<file path="config.mk">
export PLATFORM = sky130hd
export DESIGN_NAME = rescaling_microsecond_delay_timer
export DESIGN_NICKNAME = d
export VERILOG_FILES = /design/src/rtl/rmdt_pkg.sv /design/src/rtl/rmdt_div.sv /design/src/rtl/rescaling_microsecond_delay_timer.sv
export SDC_FILE = /design/constraint.sdc
export NUM_CORES = 2
export LEC_CHECK = 0
export ABC_AREA = 1
export BUFFER_PORTS_ARGS = -buffer_cell sky130_fd_sc_hd__buf_2
export CORE_UTILIZATION = 50
export CTS_CLUSTER_SIZE = 10
export DETAILED_ROUTE_END_ITERATION = 12
export GPL_TIMING_DRIVEN = 1
export PLACE_DENSITY = 0.66
export SKIP_CTS_REPAIR_TIMING = 1
export SKIP_LAST_GASP = 1
export SLEW_MARGIN = 20
export SYNTH_ARGS = -nofsm -noshare
export SYNTH_HDL_FRONTEND = slang
export SYNTH_SLANG_ARGS = --single-unit
export TNS_END_PERCENT = 5
</file>
<file path="constraint.sdc">
create_clock -name clk -period 8.3 [get_ports clk]
set_clock_uncertainty 0.1 [all_clocks]
set_input_delay 1.245 -clock clk [delete_from_list [all_inputs] [get_ports clk]]
set_output_delay 1.245 -clock clk [all_outputs]
set_load 0.02 [all_outputs]
</file>
<file path="src/rtl/rmdt_pkg.sv">
`timescale 1ns / 1ps

package rmdt_pkg;

	// divider geometry: 64-bit dividend, 32-bit divisor
	localparam int unsigned DVD_W  = 64;
	localparam int unsigned DVR_W  = 32;
	localparam int unsigned STEP_W = $clog2(DVD_W);

	localparam logic [DVR_W-1:0] USEC_PER_SEC = 32'd1000000;
	localparam logic [DVD_W-1:0] USEC_BIAS    = 64'd999999;

	typedef enum logic [1:0] {
		ST_IDLE  = 2'd0,
		ST_WAIT  = 2'd1,
		ST_DONE  = 2'd2,
		ST_RETRY = 2'd3
	} status_t;

	typedef enum logic {
		REQ_START = 1'b0,
		REQ_POLL  = 1'b1
	} req_t;

	// control from the sequencer to the divider
	typedef struct packed {
		logic             start;
		logic [DVR_W-1:0] divisor;
	} div_ctl_t;

	// status from the divider back to the sequencer
	typedef struct packed {
		logic busy;
		logic done;
	} div_sts_t;

endpackage

</file>
<file path="src/rtl/rmdt_div.sv">
`timescale 1ns / 1ps

module rmdt_div (
	input  logic                        clk,
	input  logic                        arst_n,
	input  rmdt_pkg::div_ctl_t          ctl,
	input  logic [rmdt_pkg::DVD_W-1:0]  dividend,
	output rmdt_pkg::div_sts_t          sts,
	output logic [rmdt_pkg::DVD_W-1:0]  quot
);
	import rmdt_pkg::*;

	logic              busy_q;
	logic              done_q;
	logic [STEP_W-1:0] cnt_q;
	logic [DVR_W-1:0]  rem_q;
	logic [DVR_W-1:0]  dvr_q;
	logic [DVD_W-1:0]  quot_q;
	logic [DVR_W:0]    trial;
	logic [DVR_W:0]    diff;
	logic              fits;

	// one restoring step: bring in the next dividend bit, subtract if it fits
	assign trial = {rem_q, quot_q[DVD_W-1]};
	assign diff  = trial - {1'b0, dvr_q};
	assign fits  = trial >= {1'b0, dvr_q};

	always_ff @(posedge clk or negedge arst_n) begin
		if (!arst_n) begin
			busy_q <= 1'b0;
			done_q <= 1'b0;
			cnt_q  <= '0;
		end else begin
			done_q <= 1'b0;
			if (ctl.start) begin
				busy_q <= 1'b1;
				cnt_q  <= '0;
			end else if (busy_q) begin
				cnt_q <= cnt_q + 1'b1;
				if (cnt_q == STEP_W'(DVD_W - 1)) begin
					busy_q <= 1'b0;
					done_q <= 1'b1;
				end
			end
		end
	end

	always_ff @(posedge clk) begin
		if (ctl.start) begin
			rem_q  <= '0;
			dvr_q  <= ctl.divisor;
			quot_q <= dividend;
		end else if (busy_q) begin
			rem_q  <= fits ? diff[DVR_W-1:0] : trial[DVR_W-1:0];
			quot_q <= {quot_q[DVD_W-2:0], fits};
		end
	end

	assign sts.busy = busy_q;
	assign sts.done = done_q;
	assign quot     = quot_q;

	assert property (@(posedge clk) disable iff (!arst_n) ctl.start |=> busy_q)
		else $error("divider did not start");
	assert property (@(posedge clk) disable iff (!arst_n) done_q |-> !busy_q)
		else $error("divider done while still busy");
	assert property (@(posedge clk) disable iff (!arst_n) done_q |=> !done_q)
		else $error("divider done held longer than one cycle");

endmodule

</file>
<file path="src/rtl/rescaling_microsecond_delay_timer.sv">
`timescale 1ns / 1ps

// Microsecond delay timer against a 32-bit free-running cycle counter whose
// frequency can change at run time.
// Input channel (in_valid/in_ready): one request per item, either a start
// (req_type 0) or a poll (req_type 1), with usec, the cycle counter sample
// and two frequency samples taken around it.
// Output channel (out_valid/out_ready): exactly one status per request:
// idle, waiting, done, or retry when the frequency samples disagree.
// From accept to status valid: requests that need no arithmetic go straight
// to the output, a poll at an unchanged frequency checks the wait first, a
// start does a multiply, bias add and a 64-step divide by one million, and a
// poll that sees a new frequency does the rescale multiply and divide (skipped
// when the old frequency was zero), then recomputes the wait. The next request
// can be taken in the cycle after the status is loaded.
// The 64-step restoring divider is shared by both divisions; one request is in
// flight at a time.
// The result sits in an output register: the next request is accepted while
// a status still waits, and a stalled receiver holds the block only when the
// next status is ready to go. Reset clears the wait in progress and all timing state.
module rescaling_microsecond_delay_timer (
	input  logic        clk,
	input  logic        arst_n,
	input  logic        in_valid,
	output logic        in_ready,
	input  logic        req_type,
	input  logic [31:0] usec,
	input  logic [31:0] cycle_count,
	input  logic [31:0] hz_first,
	input  logic [31:0] hz_second,
	output logic        out_valid,
	input  logic        out_ready,
	output logic [1:0]  status
);
	import rmdt_pkg::*;

	typedef enum logic [3:0] {
		S_IDLE,
		S_DECODE,
		S_MUL,
		S_BIAS,
		S_DIVGO,
		S_DIVWAIT,
		S_CHECK,
		S_OUT
	} state_t;

	state_t state_q;

	// request captured at accept
	logic        req_q;
	logic [31:0] usec_q;
	logic [31:0] cyc_q;
	logic [31:0] hz1_q;
	logic [31:0] hz2_q;

	// timing state
	logic        busy_q;
	logic [31:0] ref_hz_q;
	logic [31:0] start_point_q;
	logic [31:0] wait_cycles_q;
	logic [31:0] wait_usec_q;

	// datapath
	logic        rescale_q;   // current divide is the start-point rescale
	logic [63:0] prod_q;
	status_t     res_q;
	logic        out_valid_q;
	status_t     status_q;

	logic [31:0] mul_a;
	logic [63:0] mul_p;
	logic [31:0] elapsed;
	logic        reached;
	logic [31:0] wait_sat;

	div_ctl_t    div_ctl;
	div_sts_t    div_sts;
	logic [63:0] div_quot;

	// shared multiplier: start point for a rescale, microseconds otherwise
	assign mul_a = rescale_q ? start_point_q : wait_usec_q;
	assign mul_p = 64'(mul_a) * 64'(hz1_q);

	// wrapping elapsed count against the wait
	assign elapsed = cyc_q - start_point_q;
	assign reached = elapsed >= wait_cycles_q;

	// a wait that overflows the counter saturates
	assign wait_sat = (div_quot[63:32] != 32'd0) ? 32'hFFFF_FFFF : div_quot[31:0];

	assign div_ctl.start   = (state_q == S_DIVGO);
	assign div_ctl.divisor = rescale_q ? ref_hz_q : USEC_PER_SEC;

	rmdt_div u_div (
		.clk      (clk),
		.arst_n   (arst_n),
		.ctl      (div_ctl),
		.dividend (prod_q),
		.sts      (div_sts),
		.quot     (div_quot)
	);

	assign in_ready  = (state_q == S_IDLE);
	assign out_valid = out_valid_q;
	assign status    = status_q;

	always_ff @(posedge clk or negedge arst_n) begin
		if (!arst_n) begin
			state_q       <= S_IDLE;
			busy_q        <= 1'b0;
			ref_hz_q      <= '0;
			start_point_q <= '0;
			wait_cycles_q <= '0;
			wait_usec_q   <= '0;
			rescale_q     <= 1'b0;
			prod_q        <= '0;
			out_valid_q   <= 1'b0;
			status_q      <= ST_IDLE;
			res_q         <= ST_IDLE;
		end else begin
			// output slot drains independently of the sequencer
			if (out_valid_q && out_ready && state_q != S_OUT) begin
				out_valid_q <= 1'b0;
			end
			unique case (state_q)
				S_IDLE: begin
					if (in_valid) begin
						state_q <= S_DECODE;
					end
				end
				S_DECODE: begin
					if (req_q == REQ_START) begin
						if (usec_q == 32'd0) begin
							// zero-length start ends any wait at once
							busy_q  <= 1'b0;
							res_q   <= ST_DONE;
							state_q <= S_OUT;
						end else if (hz1_q != hz2_q) begin
							res_q   <= ST_RETRY;
							state_q <= S_OUT;
						end else begin
							ref_hz_q      <= hz1_q;
							start_point_q <= cyc_q;
							wait_usec_q   <= usec_q;
							busy_q        <= 1'b1;
							state_q       <= S_MUL;
						end
					end else if (!busy_q) begin
						res_q   <= ST_IDLE;
						state_q <= S_OUT;
					end else if (hz1_q != hz2_q) begin
						res_q   <= ST_RETRY;
						state_q <= S_OUT;
					end else if (hz1_q != ref_hz_q) begin
						// frequency moved: rescale start unless old rate was zero
						if (ref_hz_q != 32'd0) begin
							rescale_q <= 1'b1;
						end else begin
							ref_hz_q <= hz1_q;
						end
						state_q <= S_MUL;
					end else begin
						state_q <= S_CHECK;
					end
				end
				S_MUL: begin
					prod_q  <= mul_p;
					state_q <= rescale_q ? S_DIVGO : S_BIAS;
				end
				S_BIAS: begin
					// ceiling division by one million
					prod_q  <= prod_q + USEC_BIAS;
					state_q <= S_DIVGO;
				end
				S_DIVGO: begin
					state_q <= S_DIVWAIT;
				end
				S_DIVWAIT: begin
					if (div_sts.done) begin
						if (rescale_q) begin
							start_point_q <= div_quot[31:0];
							ref_hz_q      <= hz1_q;
							rescale_q     <= 1'b0;
							state_q       <= S_MUL;
						end else begin
							wait_cycles_q <= wait_sat;
							state_q       <= S_CHECK;
						end
					end
				end
				S_CHECK: begin
					if (reached) begin
						busy_q <= 1'b0;
						res_q  <= ST_DONE;
					end else begin
						res_q  <= ST_WAIT;
					end
					state_q <= S_OUT;
				end
				S_OUT: begin
					if (!out_valid_q || out_ready) begin
						out_valid_q <= 1'b1;
						status_q    <= res_q;
						state_q     <= S_IDLE;
					end
				end
				default: begin
					state_q <= S_IDLE;
				end
			endcase
		end
	end

	// request capture, payload only
	always_ff @(posedge clk) begin
		if (in_valid && in_ready) begin
			req_q  <= req_type;
			usec_q <= usec;
			cyc_q  <= cycle_count;
			hz1_q  <= hz_first;
			hz2_q  <= hz_second;
		end
	end

	assert property (@(posedge clk) disable iff (!arst_n)
		(in_valid && in_ready) |=> !in_ready)
		else $error("request accepted while another is in flight");
	assert property (@(posedge clk) disable iff (!arst_n)
		div_sts.done |-> (state_q == S_DIVWAIT))
		else $error("divider result arrived outside its wait state");
	assert property (@(posedge clk) disable iff (!arst_n)
		(state_q == S_DIVWAIT) |-> (div_sts.busy || div_sts.done))
		else $error("waiting on an idle divider");
	assert property (@(posedge clk) disable iff (!arst_n)
		(state_q == S_CHECK && reached) |=> !busy_q)
		else $error("wait reached but timer still busy");
	assert property (@(posedge clk) disable iff (!arst_n)
		(div_ctl.start && rescale_q) |-> (ref_hz_q != 32'd0))
		else $error("rescale divide by zero frequency");

endmodule

</file>
# [After elaboration in Yosys (flattened, before gate mapping)]
# Index checks and enable logic that the tools add are counted.
[word_totals] register_bits=468 out_inout_bits=4 input_bits=133 word_cells=145
[classes] reduce_logical=21 add_sub_neg=4 n_eq_ne=28 multipliers=1 muxes=63 order_cmp=2 bitwise=4
[ops] cell="two-way mux 32 bit" count=17
[ops] cell="two-way mux 64 bit" count=2
[ops] cell="case mux 32 bit (2 select lines)" count=2
[ops] cell="case mux 64 bit (2 select lines)" count=1
[ops] cell="adder 64 x 20 -> 64 bit, second input constant" count=1
[ops] cell="multiplier 32 x 32 -> 64 bit" count=1
[ops] cell="!= test 32 bit" count=2
[ops] cell="nonzero test 32 bit" count=2
[ops] cell="subtractor 32 bit" count=2
[ops] cell="greater-or-equal comparator 33 x 32 -> 1 bit" count=1
[ops] cell="greater-or-equal comparator 32 bit" count=1
[ops] cell="logical NOT 32 bit" count=1
[ops] cell="case mux 4 bit (8 select lines)" count=1
[ops] cell="!= test 2 bit, second input constant" count=11
[ops] cell="two-way mux 3 bit" count=7
[ops] cell="two-way mux 1 bit" count=19
[ops] cell="== test 4 x 3 -> 1 bit, second input constant" count=4
[ops] cell="two-way mux 4 bit" count=4
[ops] cell="!= test 3 bit, second input constant" count=5
[ops] cell="two-way mux 6 bit" count=2
[ops] cell="two-way mux 2 bit" count=5
[ops] cell="== test 4 x 2 -> 1 bit, second input constant" count=2
[ops] cell="AND reduction 4 bit" count=2
[ops] cell="AND reduction 8 bit" count=1
[ops] cell="other kinds (17)" count=27

# [Longest topological paths before layout]
[logic_depth] depth_word=7 mapped_depth=36

# [Hierarchy]
# From an unflattened synthesis, not the netlist that was laid out.
[unflattened] cells_unflattened=7888 hier_area_um2=60915.9
[modules_own_cells] mod="rescaling_microsecond_delay_timer" seq_area_each_um2=8928.6 cells_each=6756 area_per_inst_um2=52658.0 instances=1
[modules_own_cells] mod="rmdt_div" seq_area_each_um2=3723.6 cells_each=1132 area_per_inst_um2=8257.9 instances=1

# [Worst setup path before layout]
# No wires, ideal clock.
[synth_path] path_kind="in2reg" startpoint="in in_valid" endpoint="reg cyc_q[0] (enable)" path_buffers=0 path_stages=2 required_time_ns=7.582 path_slack_ns=0.985 setup_ns=0.618 arrival_time_ns=6.597 path_cell_list="inv_1 -> nor2_1"
[synth_between] elab_chain_len=1
[synth_lines] item="start, declared" line="rescaling_microsecond_delay_timer.sv:24" rtl="input logic in_valid,"
[synth_lines] item="logical AND 1 bit" line="rescaling_microsecond_delay_timer.sv:217" rtl="if (in_valid && in_ready) begin"
[synth_lines] item="end signal, assigned" line="rescaling_microsecond_delay_timer.sv:220" rtl="cyc_q <= cycle_count;"
[synth_lines] item="end, declared" line="rescaling_microsecond_delay_timer.sv:53" rtl="logic [31:0] cyc_q;"
# Every way passes these cells.
# A chain may end at the register's enable or synchronous reset.

# [Worst setup path after layout]
[layout_path] startpoint="reg rescale_q" endpoint="reg prod_q[28]"
[layout_between] elab_chain_len=3
[layout_lines] item="start, declared" line="rescaling_microsecond_delay_timer.sv:65" rtl="logic rescale_q;"
[layout_lines] item="start signal, assigned" line="rescaling_microsecond_delay_timer.sv:116" rtl="rescale_q <= 1'b0;"
[layout_lines] item="start signal, assigned" line="rescaling_microsecond_delay_timer.sv:158" rtl="rescale_q <= 1'b1;"
[layout_lines] item="start signal, assigned" line="rescaling_microsecond_delay_timer.sv:184" rtl="rescale_q <= 1'b0;"
[layout_lines] item="two-way mux 32 bit" line="rescaling_microsecond_delay_timer.sv:82" rtl="assign mul_a = rescale_q ? start_point_q : wait_usec_q;"
[layout_lines] item="multiplier 32 x 32 -> 64 bit" line="rescaling_microsecond_delay_timer.sv:83" rtl="assign mul_p = 64'(mul_a) * 64'(hz1_q);"
[layout_lines] item="case mux 64 bit (2 select lines)" line="rescaling_microsecond_delay_timer.sv:126" rtl="unique case (state_q)"
[layout_lines] item="end signal, assigned" line="rescaling_microsecond_delay_timer.sv:168" rtl="prod_q <= mul_p;"
[layout_lines] item="end signal, assigned" line="rescaling_microsecond_delay_timer.sv:173" rtl="prod_q <= prod_q + USEC_BIAS;"
[layout_lines] item="end, declared" line="rescaling_microsecond_delay_timer.sv:66" rtl="logic [63:0] prod_q;"
# Every way passes these cells.

==> impl_metrics.tcl <==
set metrics [dict create \
    drt-initial-drc-count 5485 \
    synth-edff-count 225 \
    criticalPathCategory "reg2reg" \
    critPathTopFamily "adder cells" \
    grt_max_degree 135 \
    grt_pass1_vias 51200 \
    fp.dieArea_mm2 0.122 \
    synth_xor_area_share_pct 1.61 \
    cts_made_buffers 59 \
    cp_max_fo 21 \
    dpl.hpwl_um 172000 \
    min_period_over_period_pct 97.9 \
    critPathLaunch "rescale_q" \
    synth-seq-cells 467 \
    ys_warn_count 0 \
    layout-drive-gt1-share_pct 6.65 \
    synth_adder_area_share_pct 37.2 \
    path_clk_slew_ps 60 \
    detailroute.via_count 52400 \
    crit_slowest_cell "fa_1" \
    drc 0 \
    antenna_found_initial 6 \
    syn_inst 7779 \
    h-tree-depth 2 \
    post-place-ws_ps 115 \
    rows 127 \
    final_antenna_net_count 0 \
    cp_common_cell "fa_1" \
    r2r-start "rescale_q" \
    start_kind "flop" \
    final_cell_mix "1999 x nand2_1, 1594 x inv_1, 955 x nor2_1" \
    die_width_um 350 \
    critPathArrivalTime_ps 8600 \
    setup_slack_ps 171 \
    clock.fmax_mhz 123 \
    finalSetupTns_ps 0 \
    avgRoutedWirePerCell_um 22.0 \
    outcome "finished clean" \
    gr-total-overflow 0 \
    maxSlewHeadroom_pct 23.5 \
    fin_util_pct 54.8 \
    setup_violations 0 \
    firstDrtPassIters 6 \
    async_reset_ff_share_pct 45.0 \
    place_congestion 1.04 \
    synth_mux_area_share_pct 0.0186 \
    clock_latency_ps 690 \
    worst_hold_slack_ps 367 \
    tightest_slew_ps 1150 \
    synth-simple-area-share_pct 23.3 \
    synth_compound_area_share_pct 4.88 \
    synth_cell_types 53 \
    hold_violations 0 \
    avgSynthCellArea_um2 7.78 \
    routed_wl_um 211000 \
    grt_use_total_pct 34.9 \
    synth_top_family_by_area "adder cells" \
    rsz0062_at_grt "yes" \
    portBuffers 136 \
    ys.flop_type "edfxtp_1" \
    required_ps 8770 \
    grt_pass1_wl_um 318000 \
    ys_seq_area_share_pct 20.9 \
    fin_crit_ps 8130 \
    area_growth_pct 8.69 \
    core_mm2 0.120 \
    final_common_cell "nand2_1" \
    hp-start "u_div.rem_q[24]" \
    cts-root-buf "clkbuf_16" \
    clock_path_buffers 3 \
    die_h_um 350 \
    end_kind "flop" \
    cts_tree "built" \
    hold_path.class "reg2reg" \
    initial_core_util_pct 50.4 \
    crit_buf_inv 8 \
    ios 137 \
    final-max-slew-violation-count 0 \
    cpPeakStageDelay_ps 650 \
    final_nets 9305 \
    vias_per_cell 5.47 \
    cts.sinks 467 \
    cap_violations 0 \
    synth_nets 9170 \
    netlist_area_mm2 0.0605 \
]
-- kinds of logic after synthesis --
logic type / Yosys count
compound gates: 538
buf+inv: 1911
flops: 467
simple gates: 3493
mux: 1
xor+xnor: 111
fa+ha+maj: 1258
-- metal layers --
layer / global-route usage [%] / routed length (um)
met4: 15.5 / 10600
met1: 48.9 / 87300
met2: 52.4 / 91300
met5: 0 / 27
met3: 6.98 / 21400
-- worst min-delay path: cells and delay by family, from the launching register on --
family        cells  cell delay, ps
flops             1             320
simple gates      2             100
-- metrics by stage --
| step | instance area (um^2) | instances |
|---|---|---|
| global route | 65700 | 9576 |
| global placement | 63800 | 9461 |
| floorplan | 60500 | 7779 |
| detailed placement | 63800 | 9461 |
| finish | 65700 | 9579 |
| CTS | 65700 | 9572 |
-- cells in the mapped netlist (2+ instances only) --
library cell | count | area share, %
fa_1 | 898 | 30
buf_1 | 8 | 0.050
clkbuf_2 | 2 | 0.017
nand2_2 | 8 | 0.083
ha_1 | 360 | 7.4
or2_1 | 12 | 0.12
clkinv_1 | 19 | 0.12
o211ai_1 | 7 | 0.087
a21boi_0 | 4 | 0.050
o21ai_1 | 41 | 0.34
dfrtp_1 | 210 | 8.7
a31oi_1 | 10 | 0.10
xnor2_1 | 66 | 0.96
or2_2 | 9 | 0.093
a21o_1 | 8 | 0.099
o21ai_0 | 222 | 1.8
inv_2 | 20 | 0.12
a22oi_1 | 36 | 0.45
nor2_2 | 10 | 0.10
a21oi_1 | 173 | 1.4
buf_4 | 5 | 0.062
buf_2 | 39 | 0.32
nand2_1 | 2000 | 12
nand4_1 | 97 | 1.0
nand3_2 | 2 | 0.033
dfxtp_1 | 32 | 1.1
and2_1 | 2 | 0.021
o21a_1 | 4 | 0.050
nor4_1 | 14 | 0.14
nor3_1 | 53 | 0.44
buf_6 | 9 | 0.17
clkbuf_1 | 212 | 1.3
nand3_1 | 287 | 2.4
inv_1 | 1596 | 9.9
edfxtp_1 | 225 | 11
o21bai_1 | 20 | 0.25
nor2_1 | 961 | 6.0
a21oi_2 | 5 | 0.072
nand2_4 | 2 | 0.037
xor2_1 | 45 | 0.65
nor2_4 | 7 | 0.13
nand3b_1 | 28 | 0.35
-- final cells by class --
cell class,instances,area (um^2)
fillers,11500,54200
multi-input cells,5401,40700
flip-flops and latches,467,12700
inverters,1636,6160
repair buffers,349,2380
well taps,1612,2020
clock buffers,93,1610
clock inverters,18,236
diodes,3,7.51
-- final timing paths --
check	end	slack, ps	cells past startpoint
max in group asynchronous	ref_hz_q[12]	6300	2
worst max-delay path	prod_q[28]	170	26
worst min-delay path	u_div.rem_q[24]	370	2
worst max register to register	prod_q[28]	170	26
worst min register to register	u_div.rem_q[24]	370	2
min in group asynchronous	prod_q[41]	450	1
-- registers in the layout, summed over array words and instances, names as in the netlist, 6 cells and up --
name	count
wait_usec_q	32
start_point_q	32
prod_q	64
hz1_q	32
u_div.rem_q	32
usec_q	32
hz2_q	32
u_div.dvr_q	32
ref_hz_q	32
u_div.quot	64
u_div.cnt_q	6
cyc_q	32
wait_cycles_q	32
Power is not shown: default switching activity piles up to over one toggle a cycle in this logic, so the estimate is an artifact.
